File: src/tco_pkg.sv
// Package for the two-center orbit stepper: payload types, codes, fixed widths.
// No dependencies; the unit, the top level, the checker and the bench use it.
`default_nettype none

package tco_pkg;

   localparam int WORD_W     = 32;  // position, velocity, acceleration words
   localparam int MUL_W      = 33;  // signed multiplier operand width
   localparam int SQRT_IN_W  = 64;  // square-root radicand width
   localparam int QUO_W      = 31;  // quotient bits of one division
   localparam int SQRT_STEPS = 32;  // root bits of one square root
   localparam int CNT_W      = 6;
   localparam int CFG_W      = 31;
   localparam int DAMP_W     = 17;
   localparam int CSR_IDX_W  = 3;
   localparam int STEP_W     = 5;

   localparam logic signed [WORD_W-1:0] WORD_MAX = 32'sh7fff_ffff;
   localparam logic signed [WORD_W-1:0] WORD_MIN = 32'sh8000_0000;

   localparam logic [CFG_W-1:0]  MASS_ONE_RESET   = 31'd65536;
   localparam logic [CFG_W-1:0]  MASS_TWO_RESET   = 31'd65536;
   localparam logic [CFG_W-1:0]  SEPARATION_RESET = 31'd131072;
   localparam logic [CFG_W-1:0]  TIME_STEP_RESET  = 31'd655;
   localparam logic [DAMP_W-1:0] DAMPING_RESET    = 17'd65536;

   typedef enum logic [1:0] {
      OP_ADVANCE  = 2'd0,
      OP_LOAD_POS = 2'd1,
      OP_LOAD_VEL = 2'd2
   } op_type;

   typedef enum logic [CSR_IDX_W-1:0] {
      CSR_MASS_ONE   = 3'd0,
      CSR_MASS_TWO   = 3'd1,
      CSR_SEPARATION = 3'd2,
      CSR_TIME_STEP  = 3'd3,
      CSR_DAMPING    = 3'd4
   } csr_index_type;

   typedef enum logic [1:0] {
      CMD_MUL  = 2'd0,
      CMD_DIV  = 2'd1,
      CMD_SQRT = 2'd2
   } unit_cmd_type;

   typedef enum logic [1:0] {
      ST_IDLE  = 2'd0,
      ST_ISSUE = 2'd1,
      ST_WAIT  = 2'd2,
      ST_DONE  = 2'd3
   } state_type;

   typedef enum logic [STEP_W-1:0] {
      STEP_SQ_X   = 5'd0,
      STEP_SQ_Y   = 5'd1,
      STEP_SQ_DZ1 = 5'd2,
      STEP_RAD1   = 5'd3,
      STEP_Q1     = 5'd4,
      STEP_P1     = 5'd5,
      STEP_SQ_DZ2 = 5'd6,
      STEP_RAD2   = 5'd7,
      STEP_Q2     = 5'd8,
      STEP_P2     = 5'd9,
      STEP_AX1    = 5'd10,
      STEP_AX2    = 5'd11,
      STEP_AY1    = 5'd12,
      STEP_AY2    = 5'd13,
      STEP_AZ1    = 5'd14,
      STEP_AZ2    = 5'd15,
      STEP_VX1    = 5'd16,
      STEP_VX2    = 5'd17,
      STEP_VY1    = 5'd18,
      STEP_VY2    = 5'd19,
      STEP_VZ1    = 5'd20,
      STEP_VZ2    = 5'd21,
      STEP_PX     = 5'd22,
      STEP_PY     = 5'd23,
      STEP_PZ     = 5'd24
   } step_type;

   typedef struct packed {
      logic         start;
      unit_cmd_type cmd;
   } unit_ctrl_type;

   typedef struct packed {
      logic [1:0]               op;
      logic signed [WORD_W-1:0] value_x;
      logic signed [WORD_W-1:0] value_y;
      logic signed [WORD_W-1:0] value_z;
   } req_payload_type;

   typedef struct packed {
      logic signed [WORD_W-1:0] pos_x;
      logic signed [WORD_W-1:0] pos_y;
      logic signed [WORD_W-1:0] pos_z;
   } rsp_payload_type;

endpackage

`default_nettype wire

File: src/tco_unit.sv
// Shared arithmetic unit: registered multiply with floor shift, radix-2 divide,
// bitwise integer square root. Uses tco_pkg.
`default_nettype none

module tco_unit #(
   parameter int FRAC_BITS = 16
) (
   input  wire logic                          clock,
   input  wire logic                          reset,
   input  wire tco_pkg::unit_ctrl_type        ctrl,
   input  wire logic [tco_pkg::SQRT_IN_W-1:0] opa,
   input  wire logic [64-FRAC_BITS:0]         opb,
   output logic                               done,
   output logic signed [65-FRAC_BITS:0]       res
);

   localparam int R2_W   = 65 - FRAC_BITS;
   localparam int PROD_W = 2 * tco_pkg::MUL_W - FRAC_BITS;

   logic                              busy_ff, busy_in;
   logic                              done_ff, done_in;
   tco_pkg::unit_cmd_type             cmd_ff, cmd_in;
   logic [tco_pkg::CNT_W-1:0]         cnt_ff, cnt_in;
   logic signed [PROD_W-1:0]          res_ff, res_in;
   logic [R2_W-1:0]                   rem_ff, rem_in;
   logic [R2_W-1:0]                   dvs_ff, dvs_in;
   logic [tco_pkg::QUO_W-1:0]         work_ff, work_in;
   logic [tco_pkg::SQRT_IN_W-1:0]     v_ff, v_in;
   logic [tco_pkg::SQRT_IN_W-1:0]     r_ff, r_in;
   logic [tco_pkg::SQRT_IN_W-1:0]     b_ff, b_in;

   logic signed [2*tco_pkg::MUL_W-1:0] prod;
   logic [R2_W:0]                      trial;
   logic [tco_pkg::QUO_W-1:0]          quo_next;
   logic [tco_pkg::SQRT_IN_W-1:0]      rb;
   logic [tco_pkg::SQRT_IN_W-1:0]      root_next;

   assign prod = $signed(opa[tco_pkg::MUL_W-1:0]) * $signed(opb[tco_pkg::MUL_W-1:0]);
   assign trial = {rem_ff, work_ff[tco_pkg::QUO_W-1]};
   assign rb = r_ff + b_ff;

   always_comb begin
      busy_in   = busy_ff;
      done_in   = 1'b0;
      cmd_in    = cmd_ff;
      cnt_in    = cnt_ff;
      res_in    = res_ff;
      rem_in    = rem_ff;
      dvs_in    = dvs_ff;
      work_in   = work_ff;
      v_in      = v_ff;
      r_in      = r_ff;
      b_in      = b_ff;
      quo_next  = work_ff;
      root_next = r_ff;
      if (ctrl.start) begin
         cmd_in = ctrl.cmd;
         cnt_in = '0;
         unique case (ctrl.cmd)
            tco_pkg::CMD_MUL: begin
               res_in  = PROD_W'(prod >>> FRAC_BITS);
               done_in = 1'b1;
               busy_in = 1'b0;
            end
            tco_pkg::CMD_DIV: begin
               // high part is below the divisor, so 31 quotient bits suffice
               rem_in  = R2_W'(opa[tco_pkg::SQRT_IN_W-1:tco_pkg::QUO_W]);
               work_in = opa[tco_pkg::QUO_W-1:0];
               dvs_in  = opb;
               busy_in = 1'b1;
            end
            tco_pkg::CMD_SQRT: begin
               v_in    = opa;
               r_in    = '0;
               b_in    = tco_pkg::SQRT_IN_W'(1) << (tco_pkg::SQRT_IN_W - 2);
               busy_in = 1'b1;
            end
            default: busy_in = 1'b0;
         endcase
      end else if (busy_ff) begin
         cnt_in = cnt_ff + tco_pkg::CNT_W'(1);
         case (cmd_ff)
            tco_pkg::CMD_DIV: begin
               if (trial >= {1'b0, dvs_ff}) begin
                  rem_in   = R2_W'(trial - {1'b0, dvs_ff});
                  quo_next = {work_ff[tco_pkg::QUO_W-2:0], 1'b1};
               end else begin
                  rem_in   = trial[R2_W-1:0];
                  quo_next = {work_ff[tco_pkg::QUO_W-2:0], 1'b0};
               end
               work_in = quo_next;
               if (cnt_ff == tco_pkg::CNT_W'(tco_pkg::QUO_W - 1)) begin
                  busy_in = 1'b0;
                  done_in = 1'b1;
                  res_in  = PROD_W'(quo_next);
               end
            end
            tco_pkg::CMD_SQRT: begin
               if (v_ff >= rb) begin
                  v_in      = v_ff - rb;
                  root_next = (r_ff >> 1) + b_ff;
               end else begin
                  root_next = r_ff >> 1;
               end
               r_in = root_next;
               b_in = b_ff >> 2;
               if (cnt_ff == tco_pkg::CNT_W'(tco_pkg::SQRT_STEPS - 1)) begin
                  busy_in = 1'b0;
                  done_in = 1'b1;
                  res_in  = PROD_W'(root_next[tco_pkg::WORD_W-1:0]);
               end
            end
            default: busy_in = 1'b0;
         endcase
      end
   end

   always_ff @(posedge clock) begin
      if (reset) begin
         busy_ff <= 1'b0;
         done_ff <= 1'b0;
         cmd_ff  <= tco_pkg::CMD_MUL;
         cnt_ff  <= '0;
      end else begin
         busy_ff <= busy_in;
         done_ff <= done_in;
         cmd_ff  <= cmd_in;
         cnt_ff  <= cnt_in;
      end
      res_ff  <= res_in;
      rem_ff  <= rem_in;
      dvs_ff  <= dvs_in;
      work_ff <= work_in;
      v_ff    <= v_in;
      r_ff    <= r_in;
      b_ff    <= b_in;
   end

   assign done = done_ff;
   assign res  = res_ff;

endmodule

`default_nettype wire

File: config.mk
export PLATFORM = sky130hd
export DESIGN_NAME = tco_unit
export DESIGN_NICKNAME = d
export VERILOG_FILES = /design/src/tco_pkg.sv /design/src/tco_unit.sv
export SDC_FILE = /design/constraint.sdc
export NUM_CORES = 2
export LEC_CHECK = 0
export BUFFER_PORTS_ARGS = -buffer_cell sky130_fd_sc_hd__buf_2
export CAP_MARGIN = 20
export CORE_UTILIZATION = 55
export CTS_CLUSTER_DIAMETER = 30
export DETAILED_ROUTE_END_ITERATION = 6
export GPL_TIMING_DRIVEN = 0
export PLACE_DENSITY_LB_ADDON = 0.12
export SLEW_MARGIN = 20
export SYNTH_ARGS = -nofsm -noshare
export SYNTH_HDL_FRONTEND = slang
export SYNTH_SLANG_ARGS = --single-unit
File: constraint.sdc
create_clock -name clock -period 22.2 [get_ports clock]
set_input_delay 4.44 -clock clock [delete_from_list [all_inputs] [get_ports clock]]
set_output_delay 4.44 -clock clock [all_outputs]
set_load 0.02 [all_outputs]
==> summary.md <==
The synthesized design contains 349 register bits. The post-route netlist has 5.79% of its cells at a drive strength greater than 1. The synthesis-to-finish area growth came out at 9.98%.

In this run, CTS created clock tree buffers numbering 91. For the largest buffer count on any clock path, the log shows 3. The per-cell routed wire length was 27.3 um.

Entering global routing, the biggest net connects 54 pins. In this run the most critical hold path is launched from cnt_ff[5]. In the finished design, the share of the clock period the worst path needs comes to 66.3%. The clock period minus worst slack is 14.71 ns, and the post-synthesis area per instance is 9.33 um2. The remaining routing DRC violations was 0.

The tools report the final sum of negative setup slack as 0 ns. The die covers 115,000 um2. For the worst setup path, the data required time is 22.59 ns. The tool flagged a number of max-cap violations equal to 0.

The worst register-to-register path ends at res[14]. For this run, global-route usage on met1 was measured as 51.1%. After legalization and detailed placement, the total HPWL measured 192,000 um.

The hold violation total from the final report is 0. The post-CTS setup-driven buffer insertion count was 0. The dominant cell type by area after synthesis is sky130_fd_sc_hd__fa_1. STA classifies the critical path endpoint as a register. The run finished with clean final reports. The run gives 0 as the remaining antenna violation count. The dominant register cell in the synthesized netlist is sky130_fd_sc_hd__edfxtp_1.

The initial antenna violation count was 25; the global-route track usage on met2 was 65.3%. For this run the aggregate overflow at the end of global routing stands at 0. The logs give 0 for the post-CTS resize count and 13.66 ns for the reg-to-reg setup timing slack.

For the number of DRC markers in iteration 0, the log shows 4,786. The root buffer cell chosen for the clock tree is sky130_fd_sc_hd__clkbuf_16. The startpoint identified for the worst register-to-register timing path is r_ff[10]. The pin slew with the least headroom to its limit is 1.29 ns.

Using the TritonRoute via totals, the vias-per-cell ratio works out to 5.93. Routability-driven placement finished with a final weighted congestion of 1.07. Number of buffers inserted for hold repair after clock tree synthesis: 0. The initial utilization of the core area, before any placement, comes to 55.6%.

In this run the most used layer during global routing was met2. The worst setup path is launched from a primary input. The register clock-pin slew on the reported worst setup and hold paths is 0.05 ns, and the count of cell types in the netlist is 76. TritonCTS built the clock tree.

In this run, synthesis inferred 339 flip-flops with an integrated enable. Die span in x: 340 um. The cell count after synthesis was 6,731; the final worst clock skew was 0.0432 ns. The number of cells on the worst reg-to-reg path is 23.

The pre-antenna-repair detailed-routing pass consisted of 7 iterations. The library cell with the highest instance count after synthesis was sky130_fd_sc_hd__inv_1. The share of async-settable or async-resettable flops after synthesis is 0%. Summing the sequential cell areas from Yosys gives 16.5% of the chip area. The number of buffer cells added on primary ports was 168; the total routing usage reported by global routing was 41.3%.

Sorting the synthesized cells by how often they occur yields 1,247 x sky130_fd_sc_hd__inv_1, 1,146 x sky130_fd_sc_hd__fa_1, 811 x sky130_fd_sc_hd__nand2_1. First element of the critical path: opa[32]. The H-tree was split into 3 levels. The routed layout has 51,024 vias. The clock insertion delay at the later pin of the skew report is 0.66 ns, and the area of the mapped netlist is 62,800 um2.

For the final-report max-slew violation count, the log shows 0. The floorplan has 123 rows. Derived from the worst setup path, the maximum achievable clock frequency is 68.0 MHz. The routed design has 235,000 um of wire. The share of the synthesized area in the top cell type is 36.6%.

The die is 340 um tall. Setup violations remaining at the end of the flow were counted as 0. For this design the top-level I/O count stands at 169. The global-route wire length before repair came out at 344,000 um.

Signal arrival time at the worst endpoint: 15.10 ns. The worst setup path is of the primary input to register kind. For the number of nets in the layout, the log shows 8,666. For this design, the sink count on the clock tree is 349. The top fanout value on the critical path was 11. The floorplan step defined a core boundary enclosing 113,000 um2.

The number of global-route vias before repair is 52,742. Following the worst setup path forward leads to its endpoint at res[48]. Yosys printed 0 warnings. The met3 track demand over resource is 10.9%. Measured against its own limit, the worst slew margin works out to 14.2%. Yosys attributes the largest share of cell area to sky130_fd_sc_hd__fa_1 37%, sky130_fd_sc_hd__edfxtp_1 16%, sky130_fd_sc_hd__ha_1 7.9%, sky130_fd_sc_hd__inv_1 7.5%, sky130_fd_sc_hd__and2_1 5.7%.

Once layout is done, the placed cells without fillers occupy 69,000 um2. Setup repair after global routing left no endpoint under its margin. Once placement finished, the instance area stood at 65,800 um2.

The net count of the mapped netlist was 8,393. The kind of path behind the tightest hold check was register to register.
registers in the layout (all words and copies together), names as in the netlist:
name,flops
v_ff,64
dvs_ff,49
cmd_ff,2
work_ff,31
done,1
res,50
busy_ff,1
rem_ff,49
cnt_ff,6
b_ff,32
r_ff,64
layout by cell type (no fill, tap or decap), drive strengths merged, types with 66 or more instances in the layout:
cell type	instances
inv	1249
fa	1146
nand2	811
and2	574
ha	398
clkbuf	388
edfxtp	339
nor2	268
a21oi	256
o21ai	242
buf	207
xor2	148
xnor2	128
a21o	112
a31oi	94
nor2b	68
nand4	66
metal layers:
metal | wire length [um] | part of all wire [%] | vias up
li1 | - | - | 21888
met1 | 86700 | 37 | 25538
met2 | 106000 | 45 | 2882
met3 | 25100 | 11 | 700
met4 | 16500 | 7.0 | 16
met5 | 100 | 0.043 | -
logic make-up after synthesis:
group | count (synthesis) | share of synthesized area (%)
simple gates | 2019 | 15.8
buf+inv | 1557 | 9.40
fa+ha+maj | 1544 | 44.5
compound gates | 970 | 9.67
flops | 349 | 16.5
xor+xnor | 276 | 3.85
mux | 16 | 0.257
worst max-delay path, cell delays in order:
cell and delay [ns]:
sky130_fd_sc_hd__buf_2 0.19, sky130_fd_sc_hd__clkbuf_1 0.91, sky130_fd_sc_hd__and2_1 0.58, sky130_fd_sc_hd__fa_1 0.61, sky130_fd_sc_hd__fa_1 0.57, sky130_fd_sc_hd__fa_2 0.96, sky130_fd_sc_hd__fa_1 0.55, sky130_fd_sc_hd__fa_1 0.51
sky130_fd_sc_hd__fa_1 0.55, sky130_fd_sc_hd__fa_1 0.50, sky130_fd_sc_hd__inv_1 0.05, sky130_fd_sc_hd__fa_1 0.67, sky130_fd_sc_hd__inv_1 0.08, sky130_fd_sc_hd__ha_1 0.23, sky130_fd_sc_hd__a21o_1 0.19, sky130_fd_sc_hd__a21o_1 0.20
sky130_fd_sc_hd__a21oi_1 0.31, sky130_fd_sc_hd__o21ai_0 0.15, sky130_fd_sc_hd__a2111oi_1 0.99, sky130_fd_sc_hd__a21oi_1 0.33, sky130_fd_sc_hd__o221ai_1 0.48, sky130_fd_sc_hd__o211ai_1 0.34, sky130_fd_sc_hd__a31oi_1 0.56, sky130_fd_sc_hd__mux2i_1 0.14
through the flow:
step / worst slack (ns) / hold WS [ns] / utilization [%] / instances
finish: 7.49 / 0.491 / 61.2 / 8609
global route: 7.47 / 0.505 / 61.1 / 8584
CTS: 7.98 / 0.497 / 61.1 / 8579
detailed placement: 7.31 / 0.489 / 58.3 / 8409
global placement: 4.38 / 0.469 / 58.1 / 8399
floorplan: 9.53 / 0.458 / - / 6731
area by class of cell:
cell class                 instances  area, um2
sequential                       349      10400
inverter                        1247       4680
antenna                           28       70.1
buffer                           310       1230
fill                            9959      43800
clock inverter                    65        813
clock buffer                     105       2330
tap                             1500       1880
timing repair buffer             180       1110
multi-input combinational       4825      46500
worst min path at each step:
stage	endpoint	slack, ns	cells after the start
floorplan	cnt_ff[5]	0.46	2
finish	cnt_ff[5]	0.49	2
detailed placement	cnt_ff[5]	0.49	2
global placement	cnt_ff[5]	0.47	2
CTS	cnt_ff[5]	0.50	2
global route	cnt_ff[5]	0.51	2
Power is not shown: default switching activity piles up to over one toggle a cycle in this logic, so the estimate is an artifact.
